[config.mk]
export PLATFORM = sky130hd
export DESIGN_NAME = irrigation_pump_sequencer
export DESIGN_NICKNAME = d
export VERILOG_FILES = /design/src/rtl/ips_pkg.sv /design/src/rtl/irrigation_pump_sequencer.sv
export SDC_FILE = /design/constraint.sdc
export NUM_CORES = 1
export LEC_CHECK = 0
export BUFFER_PORTS_ARGS = -buffer_cell sky130_fd_sc_hd__buf_2
export CORE_MARGIN = 2
export CORE_UTILIZATION = 44
export DETAILED_ROUTE_END_ITERATION = 8
export PLACE_DENSITY = 0.67
export SLEW_MARGIN = 40
export SYNTH_ARGS = -nofsm -noshare
export SYNTH_HDL_FRONTEND = slang
export SYNTH_SLANG_ARGS = --single-unit
[constraint.sdc]
create_clock -name clk -period 10.1 [get_ports clk]
set_input_delay 3.03 -clock clk [delete_from_list [all_inputs] [get_ports clk]]
set_output_delay 3.03 -clock clk [all_outputs]
set_load 0.02 [all_outputs]
[src/rtl/ips_pkg.sv]
// Package for the irrigation pump sequencer: beat structs, controller state codes,
// register indexes and the zone wrap table.
// Depends on nothing; used by irrigation_pump_sequencer and ips_checker.
`default_nettype none

package ips_pkg;

  localparam int EVENT_CHECK_DIVIDER_DEF = 10;
  localparam int ZONE_COUNT = 16;

  localparam int FLOW_W = 32;
  localparam int AMOUNT_W = 16;
  localparam int ZONE_W = 4;
  localparam int CFG_W = 16;
  localparam int CFG_IDX_W = 1;
  localparam int DIV_STEPS = FLOW_W;
  localparam int DIV_CNT_W = $clog2(DIV_STEPS);

  localparam logic [CFG_IDX_W-1:0] CFG_ERR_DETECT = 1'd0;
  localparam logic [CFG_IDX_W-1:0] CFG_TICKS_PER_DL = 1'd1;

  localparam logic [CFG_W-1:0] ERR_DETECT_RST = 16'd10;
  localparam logic [CFG_W-1:0] TICKS_PER_DL_RST = 16'd1;

  localparam logic [2:0] MODE_IDLE = 3'd0;
  localparam logic [2:0] MODE_STARTING = 3'd1;
  localparam logic [2:0] MODE_PUMPING = 3'd2;
  localparam logic [2:0] MODE_STOPPING = 3'd3;
  localparam logic [2:0] MODE_ERROR = 3'd4;

  localparam logic [2:0] ABORT_LIMIT = 3'd3;
  localparam logic [2:0] TALLY_MAX = 3'd7;

  typedef struct packed {
    logic [FLOW_W-1:0]   flow_ticks;
    logic                event_pending;
    logic [AMOUNT_W-1:0] event_amount;
    logic [ZONE_W-1:0]   event_zone;
    logic                pump_running;
  } ips_in_t;

  typedef struct packed {
    logic              event_taken;
    logic              zone_open;
    logic [ZONE_W-1:0] zone_index;
    logic              close_all_zones;
    logic              pump_start;
    logic              pump_stop;
    logic              flow_counter_clear;
    logic              tank_use_valid;
    logic [FLOW_W-1:0] tank_use_amount;
    logic [2:0]        controller_state;
    logic [2:0]        flow_error_count;
    logic              low_flow_flag;
  } ips_out_t;

  typedef logic [(1<<ZONE_W)-1:0][ZONE_W-1:0] zone_map_t;

  // Maps each possible zone code onto the configured number of zones.
  function automatic zone_map_t zone_wrap_table();
    zone_map_t tbl;
    for (int i = 0; i < (1 << ZONE_W); i++) begin
      tbl[i] = ZONE_W'(i % ZONE_COUNT);
    end
    return tbl;
  endfunction

endpackage

`default_nettype wire

[src/rtl/irrigation_pump_sequencer.sv]
// Top level of the irrigation pump sequencer: controller tick sequencing with a
// shared restoring divider for the pumped volume.
// Depends on ips_pkg.
//
//   Channel  Direction  Handshake          Payload
//   in_      input      in_valid/in_stall  ips_in_t, one controller tick
//   out_     output     out_valid/out_stall ips_out_t, one result per tick
//   cfg_     input      cfg_we             cfg_index, cfg_wdata
//
// A tick is accepted in S_IDLE. When the controller is pumping or stopping, the
// volume is then computed in S_DIV by a serial divider, one quotient bit per step.
// S_DONE finishes the tick and loads its result into the output register. The
// output register holds a stalled result while the next tick is accepted; S_DONE
// waits until that register is free. Reset is synchronous and active low; it
// restores the control and configuration registers to their defaults.
`default_nettype none

module irrigation_pump_sequencer #(
  parameter int EVENT_CHECK_DIVIDER = ips_pkg::EVENT_CHECK_DIVIDER_DEF
) (
  input  wire                              clk,
  input  wire                              rst_n,
  input  wire                              in_valid,
  output logic                             in_stall,
  input  ips_pkg::ips_in_t                 in_data,
  output logic                             out_valid,
  input  wire                              out_stall,
  output ips_pkg::ips_out_t                out_data,
  input  wire                              cfg_we,
  input  wire  [ips_pkg::CFG_IDX_W-1:0]    cfg_index,
  input  wire  [ips_pkg::CFG_W-1:0]        cfg_wdata
);
  import ips_pkg::*;

  localparam int PHASE_W = (EVENT_CHECK_DIVIDER > 1) ? $clog2(EVENT_CHECK_DIVIDER) : 1;
  localparam logic [PHASE_W-1:0] PHASE_LAST = PHASE_W'(EVENT_CHECK_DIVIDER - 1);
  localparam zone_map_t ZONE_WRAP = zone_wrap_table();

  typedef enum logic [1:0] {
    S_IDLE,
    S_DIV,
    S_DONE
  } seq_state_t;

  seq_state_t           state_r;
  ips_in_t              item_r;
  logic [CFG_W-1:0]     err_detect_r;
  logic [CFG_W-1:0]     ticks_per_dl_r;
  logic [PHASE_W-1:0]   phase_r;
  logic [2:0]           mode_r;
  logic [AMOUNT_W-1:0]  req_amount_r;
  logic [ZONE_W-1:0]    zone_r;
  logic [2:0]           tally_r;
  logic [FLOW_W-1:0]    last_flow_r;
  logic [FLOW_W-1:0]    div_q_r;
  logic [CFG_W-1:0]     div_rem_r;
  logic [DIV_CNT_W-1:0] div_cnt_r;
  logic                 out_valid_r;
  ips_out_t             out_data_r;

  logic                 in_fire;
  logic                 need_div;
  logic [CFG_W:0]       rem_shift;
  logic [CFG_W+1:0]     rem_diff;
  logic                 rem_ge;
  logic                 out_free;

  logic [PHASE_W-1:0]   phase_nxt;
  logic [2:0]           mode_nxt;
  logic [AMOUNT_W-1:0]  req_amount_nxt;
  logic [ZONE_W-1:0]    zone_nxt;
  logic [2:0]           tally_nxt;
  logic [2:0]           tally_inc;
  logic [FLOW_W-1:0]    last_flow_nxt;
  logic [FLOW_W:0]      flow_bound;
  logic                 take;
  logic                 aborted;
  ips_out_t             res_nxt;

  assign in_stall  = (state_r != S_IDLE);
  assign in_fire   = in_valid && !in_stall;
  assign need_div  = (mode_r == MODE_PUMPING) || (mode_r == MODE_STOPPING);
  assign out_free  = !out_valid_r || !out_stall;
  assign out_valid = out_valid_r;
  assign out_data  = out_data_r;

  assign rem_shift = {div_rem_r, div_q_r[FLOW_W-1]};
  assign rem_diff  = {1'b0, rem_shift} - {2'b00, ticks_per_dl_r};
  assign rem_ge    = !rem_diff[CFG_W+1];

  // Finishing step of a tick, evaluated from the held beat and the quotient.
  always_comb begin
    res_nxt        = '0;
    phase_nxt      = (phase_r == PHASE_LAST) ? '0 : phase_r + 1'b1;
    mode_nxt       = mode_r;
    req_amount_nxt = req_amount_r;
    zone_nxt       = zone_r;
    tally_nxt      = tally_r;
    last_flow_nxt  = last_flow_r;
    aborted        = 1'b0;
    tally_inc      = (tally_r != TALLY_MAX) ? tally_r + 3'd1 : tally_r;
    flow_bound     = {1'b0, last_flow_r} + {{(FLOW_W + 1 - CFG_W){1'b0}}, err_detect_r};
    take           = (phase_r == '0) && (mode_r == MODE_IDLE) &&
                     item_r.event_pending && !item_r.pump_running;

    if (take) begin
      res_nxt.event_taken = 1'b1;
      req_amount_nxt      = item_r.event_amount;
      zone_nxt            = ZONE_WRAP[item_r.event_zone];
      mode_nxt            = MODE_STARTING;
    end

    unique case (mode_nxt)
      MODE_STARTING: begin
        res_nxt.zone_open          = 1'b1;
        res_nxt.flow_counter_clear = 1'b1;
        res_nxt.pump_start         = 1'b1;
        tally_nxt                  = '0;
        last_flow_nxt              = '0;
        mode_nxt                   = MODE_PUMPING;
      end
      MODE_PUMPING: begin
        if (flow_bound >= {1'b0, item_r.flow_ticks}) begin
          res_nxt.low_flow_flag = 1'b1;
          tally_nxt             = tally_inc;
          if (tally_inc > ABORT_LIMIT) begin
            res_nxt.pump_stop       = 1'b1;
            res_nxt.close_all_zones = 1'b1;
            res_nxt.tank_use_valid  = 1'b1;
            res_nxt.tank_use_amount = div_q_r;
            mode_nxt                = MODE_ERROR;
            aborted                 = 1'b1;
          end
        end
        if (!aborted) begin
          last_flow_nxt = item_r.flow_ticks;
          if (div_q_r >= {{(FLOW_W - AMOUNT_W){1'b0}}, req_amount_r}) begin
            mode_nxt = MODE_STOPPING;
          end
        end
      end
      MODE_STOPPING: begin
        res_nxt.pump_stop       = 1'b1;
        res_nxt.close_all_zones = 1'b1;
        res_nxt.tank_use_valid  = 1'b1;
        res_nxt.tank_use_amount = div_q_r;
        mode_nxt                = MODE_IDLE;
      end
      default: begin
      end
    endcase

    res_nxt.zone_index       = zone_nxt;
    res_nxt.controller_state = mode_nxt;
    res_nxt.flow_error_count = tally_nxt;
  end

  always_ff @(posedge clk) begin
    if (!rst_n) begin
      state_r        <= S_IDLE;
      err_detect_r   <= ERR_DETECT_RST;
      ticks_per_dl_r <= TICKS_PER_DL_RST;
      phase_r        <= '0;
      mode_r         <= MODE_IDLE;
      req_amount_r   <= '0;
      zone_r         <= '0;
      tally_r        <= '0;
      last_flow_r    <= '0;
      div_cnt_r      <= '0;
      out_valid_r    <= 1'b0;
    end else begin
      if (cfg_we) begin
        unique case (cfg_index)
          CFG_ERR_DETECT:   err_detect_r   <= cfg_wdata;
          CFG_TICKS_PER_DL: ticks_per_dl_r <= cfg_wdata;
          default: begin
          end
        endcase
      end

      if (out_valid_r && !out_stall && !((state_r == S_DONE) && out_free)) begin
        out_valid_r <= 1'b0;
      end

      unique case (state_r)
        S_IDLE: begin
          if (in_fire) begin
            item_r    <= in_data;
            div_q_r   <= in_data.flow_ticks;
            div_rem_r <= '0;
            div_cnt_r <= '0;
            state_r   <= need_div ? S_DIV : S_DONE;
          end
        end
        S_DIV: begin
          div_rem_r <= rem_ge ? rem_diff[CFG_W-1:0] : rem_shift[CFG_W-1:0];
          div_q_r   <= {div_q_r[FLOW_W-2:0], rem_ge};
          div_cnt_r <= div_cnt_r + 1'b1;
          if (div_cnt_r == DIV_CNT_W'(DIV_STEPS - 1)) begin
            state_r <= S_DONE;
          end
        end
        S_DONE: begin
          if (out_free) begin
            phase_r      <= phase_nxt;
            mode_r       <= mode_nxt;
            req_amount_r <= req_amount_nxt;
            zone_r       <= zone_nxt;
            tally_r      <= tally_nxt;
            last_flow_r  <= last_flow_nxt;
            out_data_r   <= res_nxt;
            out_valid_r  <= 1'b1;
            state_r      <= S_IDLE;
          end
        end
        default: begin
          state_r <= S_IDLE;
        end
      endcase
    end
  end

endmodule

`default_nettype wire

; Word-level counts from Yosys, hierarchy flattened
; Memory sizes are Yosys's and may differ from the RTL's. A register that Yosys moved wholly into a read port is not among the register bits.
; Cells that the tools add are included.
[word_totals]
regBits = 251
latchBits = 0
ram_bits = 0
rom_bits = 64
in_bits = 76
out_inout_bits = 52
elab_cells = 123
n_memories = 1
[classes]
add_sub_neg = 5
n_mul = 0
n_div = 0
magnitude_cmp = 4
eq_ne = 14
shifts = 0
muxes = 40
bitwise_logic = 1
reduce_logical = 31
[memory_table]
columns = name, depth, word_bits, read_ports, rd_clocked_by_memory_dff, wr, line
row1 = (name not given), 16, 4, 1, 1, 0, irrigation_pump_sequencer.sv:109  ; zone_nxt = ZONE_WRAP[item_r.event_zone];
[ops]
columns = op, n
row1 = $pmux 32 s2, 2
row2 = $mux 33, 2
row3 = $pmux 33 s2, 1
row4 = $mux 32, 2
row5 = $add 32x16->33, 1
row6 = $ge 33x32->1, 1
row7 = $ge 32x16->1, 1
row8 = $mux 16, 2
row9 = $pmux 16 s2, 1
row10 = $mux 3, 7
row11 = $sub 17x16->18, 1
row12 = $mux 4, 4
row13 = $reduce_and 3->1, 5
row14 = $eq 3x2->1 const B, 4
row15 = $pmux 5 s2, 1
row16 = $mux 1, 9
row17 = $pmux 3 s3, 1
row18 = $mux 2, 4
row19 = $ne 2x2->1 const B, 4
row20 = $reduce_and 2->1, 4
row21 = $logic_and 1x1->1, 7
row22 = $logic_not 1->1, 6
row23 = $pmux 2 s3, 1
row24 = $pmux 3 s2, 1
row25 = other kinds (20), 23

; Logic depth before layout (Yosys ltp)
[logic_depth]
depth_word = 10
depth_mapped = 22
mapped_depth_nobuf = 20

; Worst setup path after synthesis
; OpenSTA, ideal clock, no wires.
[synth_timing]
path_type = input to register
startpoint = input port rst_n
endpoint = register with a tool-made name
setup_time_ps = 79
arrival_time_ps = 8330
t_required_ps = 10021
setup_slack_ps = 1691
stages = 4
n_path_buf = 1
cell_sequence = clkbuf_1 -> nand2b_1 -> nor3b_1 -> mux2_2
[synth_rtl]
columns = element, line
row1 = from (decl), irrigation_pump_sequencer.sv:22  ; input wire rst_n,

; Worst setup path after layout
[layout_timing]
startpoint = register err_detect_r[1]
endpoint = register last_flow_r[13]
[layout_via]
elab_chain_len = 6
[layout_lines]
columns = element, line
row1 = from (decl), irrigation_pump_sequencer.sv:47  ; logic [CFG_W-1:0] err_detect_r;
row2 = from (signal assigned), irrigation_pump_sequencer.sv:174  ; CFG_ERR_DETECT: err_detect_r <= cfg_wdata;
row3 = $add 32x16->33, irrigation_pump_sequencer.sv:102  ; flow_bound = {1'b0, last_flow_r} + {{(FLOW_W + 1 - CFG_W){1'b0}}, err_detect_r};
row4 = $ge 33x32->1, irrigation_pump_sequencer.sv:123  ; if (flow_bound >= {1'b0, item_r.flow_ticks}) begin
row5 = $mux 1, irrigation_pump_sequencer.sv:123
row6 = $mux 1, irrigation_pump_sequencer.sv:113  ; unique case (mode_nxt)
row7 = $ne 2x2->1 (no source line), n/a
row8 = $reduce_and 4->1 (no source line), n/a
row9 = to (signal assigned), irrigation_pump_sequencer.sv:210  ; last_flow_r <= last_flow_nxt;
row10 = to (decl), irrigation_pump_sequencer.sv:54  ; logic [FLOW_W-1:0] last_flow_r;
; No other way between the ends. The select of a mux whose other input is x is not followed.
; A chain may end at the register's enable or synchronous reset.

==> impl_metrics.toml <==
[status]
status = "finished, final reports clean"

[grt]
grt_max_degree = 73
antenna_found_initial = 0
grt_pass1_wl_mm = 45.6
grt_overflow = 0
grt_pass1_vias = 9152
grt_use_total_pct = 18.5

[timing]
setup_viol = 0
max_freq_mhz = 175
final.min_clock_period_ns = 5.71
setup_slack_ns = 4.39
setup_tns_ns = 0
hold_viol = 0
slew_headroom_pct = 46.6
rsz0062_at_grt = "no"
period_share_pct = 56.5
tightest_slew_ns = 0.780
finClkSkew_ns = 0.0197
maxSlewViolCount = 0

[job]
maxCapViolations = 0

[layout]
seqCellArea_um2 = 6570
final_core_util_pct = 50.9
area_delta_synth_final_pct = 14.6
n_antenna_cell = 0
multi_input_area_um2 = 5510
fill_cells = 2619
nets = 1557
drive_gt1_share_pct = 14.5

[pwr]
powerDensity_nw_per_um2 = 160
leakage_nw = 5.87
fin_total_pwr_mw = 2.31
peakVddDrop_mv = 0.109

[die]
start_util_pct = 44.4
core-area_um2 = 28500
placementRows = 62
ios = 128
dieArea_um2 = 30100
die_y_um = 173
die_x_um = 173

[logic_synthesis]
ys_types = 61
syn_inst = 1284
syn_nets = 1445
seq_area_frac_synth_pct = 52.0
ys_ff_latch = 254
synthesis.area_um2 = 12600
synthArstFlopShare_pct = 0
synth_edf_count = 148
ys.warnings.count = 0
synth_area_per_cell_um2 = 9.84
yosys_most_used_dff = "edfxtp_1"

[critical_path]
end_kind = "register"
r2r_start = "err_detect_r[1]$_SDFFE_PN1P_"
cp.arrival_ns = 6.16
cp_max_fo = 32
critPathRequiredTime_ns = 10.55
critPathLaunchType = "register"
startpoint = "err_detect_r[1]$_SDFFE_PN1P_"
setup.worst_path.class = "reg -> reg"

[cts]
postCtsSetupBuffers = 0
clkSinkCount = 254
post_cts_resized = 0
clk_pin_slew_worst_paths_ns = 0.06
htreeDepth = 1
clk_latency_ns = 0.54
cts_buffer_depth = 3
cts_tree = "built"
root_buffer = "clkbuf_16"
cts_buffers = 28
postCtsHoldBufs = 0

[routing]
dr.pass1.iters = 5
drt-total-wl_mm = 28.4
wl_per_cell_um = 15.7
via_per_inst = 5.21
drc = 0
num_vias = 9383
drt-initial-drc-count = 546
ant_nets = 0

[min_path]
min-delay-start = "req_amount_r[13]$_SDFFE_PN0P_"
hp-class = "reg -> reg"

[placement]
finalWeightedCongestion = 0.856
io_buffers = 127
hpwl_mm = 20.1
place_ws_ns = 4.46
-- metrics by stage --
stage	hold slack [ns]	std cells	instance area [um2]
after CTS	0.456	1802	14500
after detailed placement	0.448	1750	13600
after global placement	0.437	1750	13600
after floorplan	0.432	1284	12600
final	0.455	1802	14500
after global routing	0.470	1802	14500
-- where the power goes --
group	switching (mW)	internal (mW)
combinational	0.119	0.0703
sequential	0.0202	1.13
clock	0.414	0.554
-- area by class of cell --
class                      count  share of cell area [%]
sequential                   254                    45.3
inverter                      85                    2.20
clock buffer                  36                    5.47
clock inverter                16                   0.639
timing repair buffer         138                    4.96
tap                          384                    3.32
multi-input combinational    889                    38.1
-- path summary, 6_finish.rpt --
kind,to,slack (ns),cells past startpoint
setup / recovery,last_flow_r[13]$_SDFFE_PN0P_,4.39,19
hold / removal,req_amount_r[13]$_SDFFE_PN0P_,0.45,2
setup reg to reg,last_flow_r[13]$_SDFFE_PN0P_,4.39,19
hold reg to reg,req_amount_r[13]$_SDFFE_PN0P_,0.45,2
-- registers in the layout, indices dropped and copies added, names as in the netlist, named ones only --
name	cells
mode_r	3
ticks_per_dl_r	16
div_rem_r	16
div_cnt_r	5
div_q_r	32
zone_r	4
tally_r	3
item_r	54
req_amount_r	16
last_flow_r	32
out_data	46
phase_r	4
err_detect_r	16
state_r	2
out_valid	1
-- metal layers --
layer  routed length (um)  part of all wire [%]  GRT usage [%]  up-vias
met2                13800                    49           32.4      211
met3                 1280                   4.5           2.50       45
met4                  524                   1.8           3.95        0
met5                    0                     0              0        -
met1                12800                    45           24.6     4447
li1                     -                     -              -     4680
-- critical path: stages (launching register included) --
cell and delay [ns]:
dfxtp_1 0.32, ha_1 0.29, a21o_1 0.16, a21o_1 0.21, a2111oi_0 0.74, o211ai_1 0.26
nand3_1 0.20, a211o_1 0.32, nor2_1 0.09, xor2_1 0.16, ha_1 0.32, nand4_2 0.13
nor4_1 0.08, a221o_1 0.31, a211o_1 0.27, a211o_1 0.37, or2_1 0.39, a31oi_4 0.21
buf_4 0.50, mux2i_1 0.27
-- cell families after synthesis --
group / after synthesis / synth area share (%)
buf+inv: 141 / 4.71
flops: 254 / 52.0
fa+ha+maj: 85 / 8.54
xor+xnor: 41 / 2.84
simple gates: 511 / 18.0
mux: 50 / 4.01
compound gates: 202 / 9.90
-- cells in the final DEF (no fill, tap or decap), drive strengths merged, types with 33 or more instances in the layout --
cell type / count
clkbuf: 36
nand2: 276
edfxtp: 148
dfxtp: 106
a21oi: 98
mux2i: 45
and2: 33
nor2: 71
buf: 138
ha: 83
nand3: 54
inv: 88
-- Yosys cell counts (3+ instances only) --
library cell,instances,area (um2)
o2111ai_1,5,43.8
nor2_1,71,267
and3_1,10,62.6
nand2b_1,12,75.1
nor3b_1,4,30.0
ha_1,83,1040
a211o_1,3,26.3
mux2i_1,45,450
nand2_1,276,1040
a211oi_1,6,45.0
a2111oi_0,4,35.0
nor2b_1,9,56.3
xor2_1,14,123
or2_2,3,18.8
and4_1,4,35.0
o21ai_0,27,135
buf_1,3,11.3
o211ai_1,4,30.0
dfxtp_1,106,2120
clkbuf_1,41,154
o21a_1,9,67.6
o41ai_1,3,26.3
mux2_2,5,56.3
a21oi_1,98,490
buf_4,4,30.0
inv_1,85,319
a31oi_1,4,25.0
edfxtp_1,148,4440
and2_1,33,206
xnor2_1,27,236
a22oi_1,4,30.0
buf_8,3,45.0
a21o_1,19,143
nand4_1,10,62.6
nand3_1,54,270
nor4_1,5,31.3
nor3_1,13,65.1
Power figures use the tool's default switching activity.
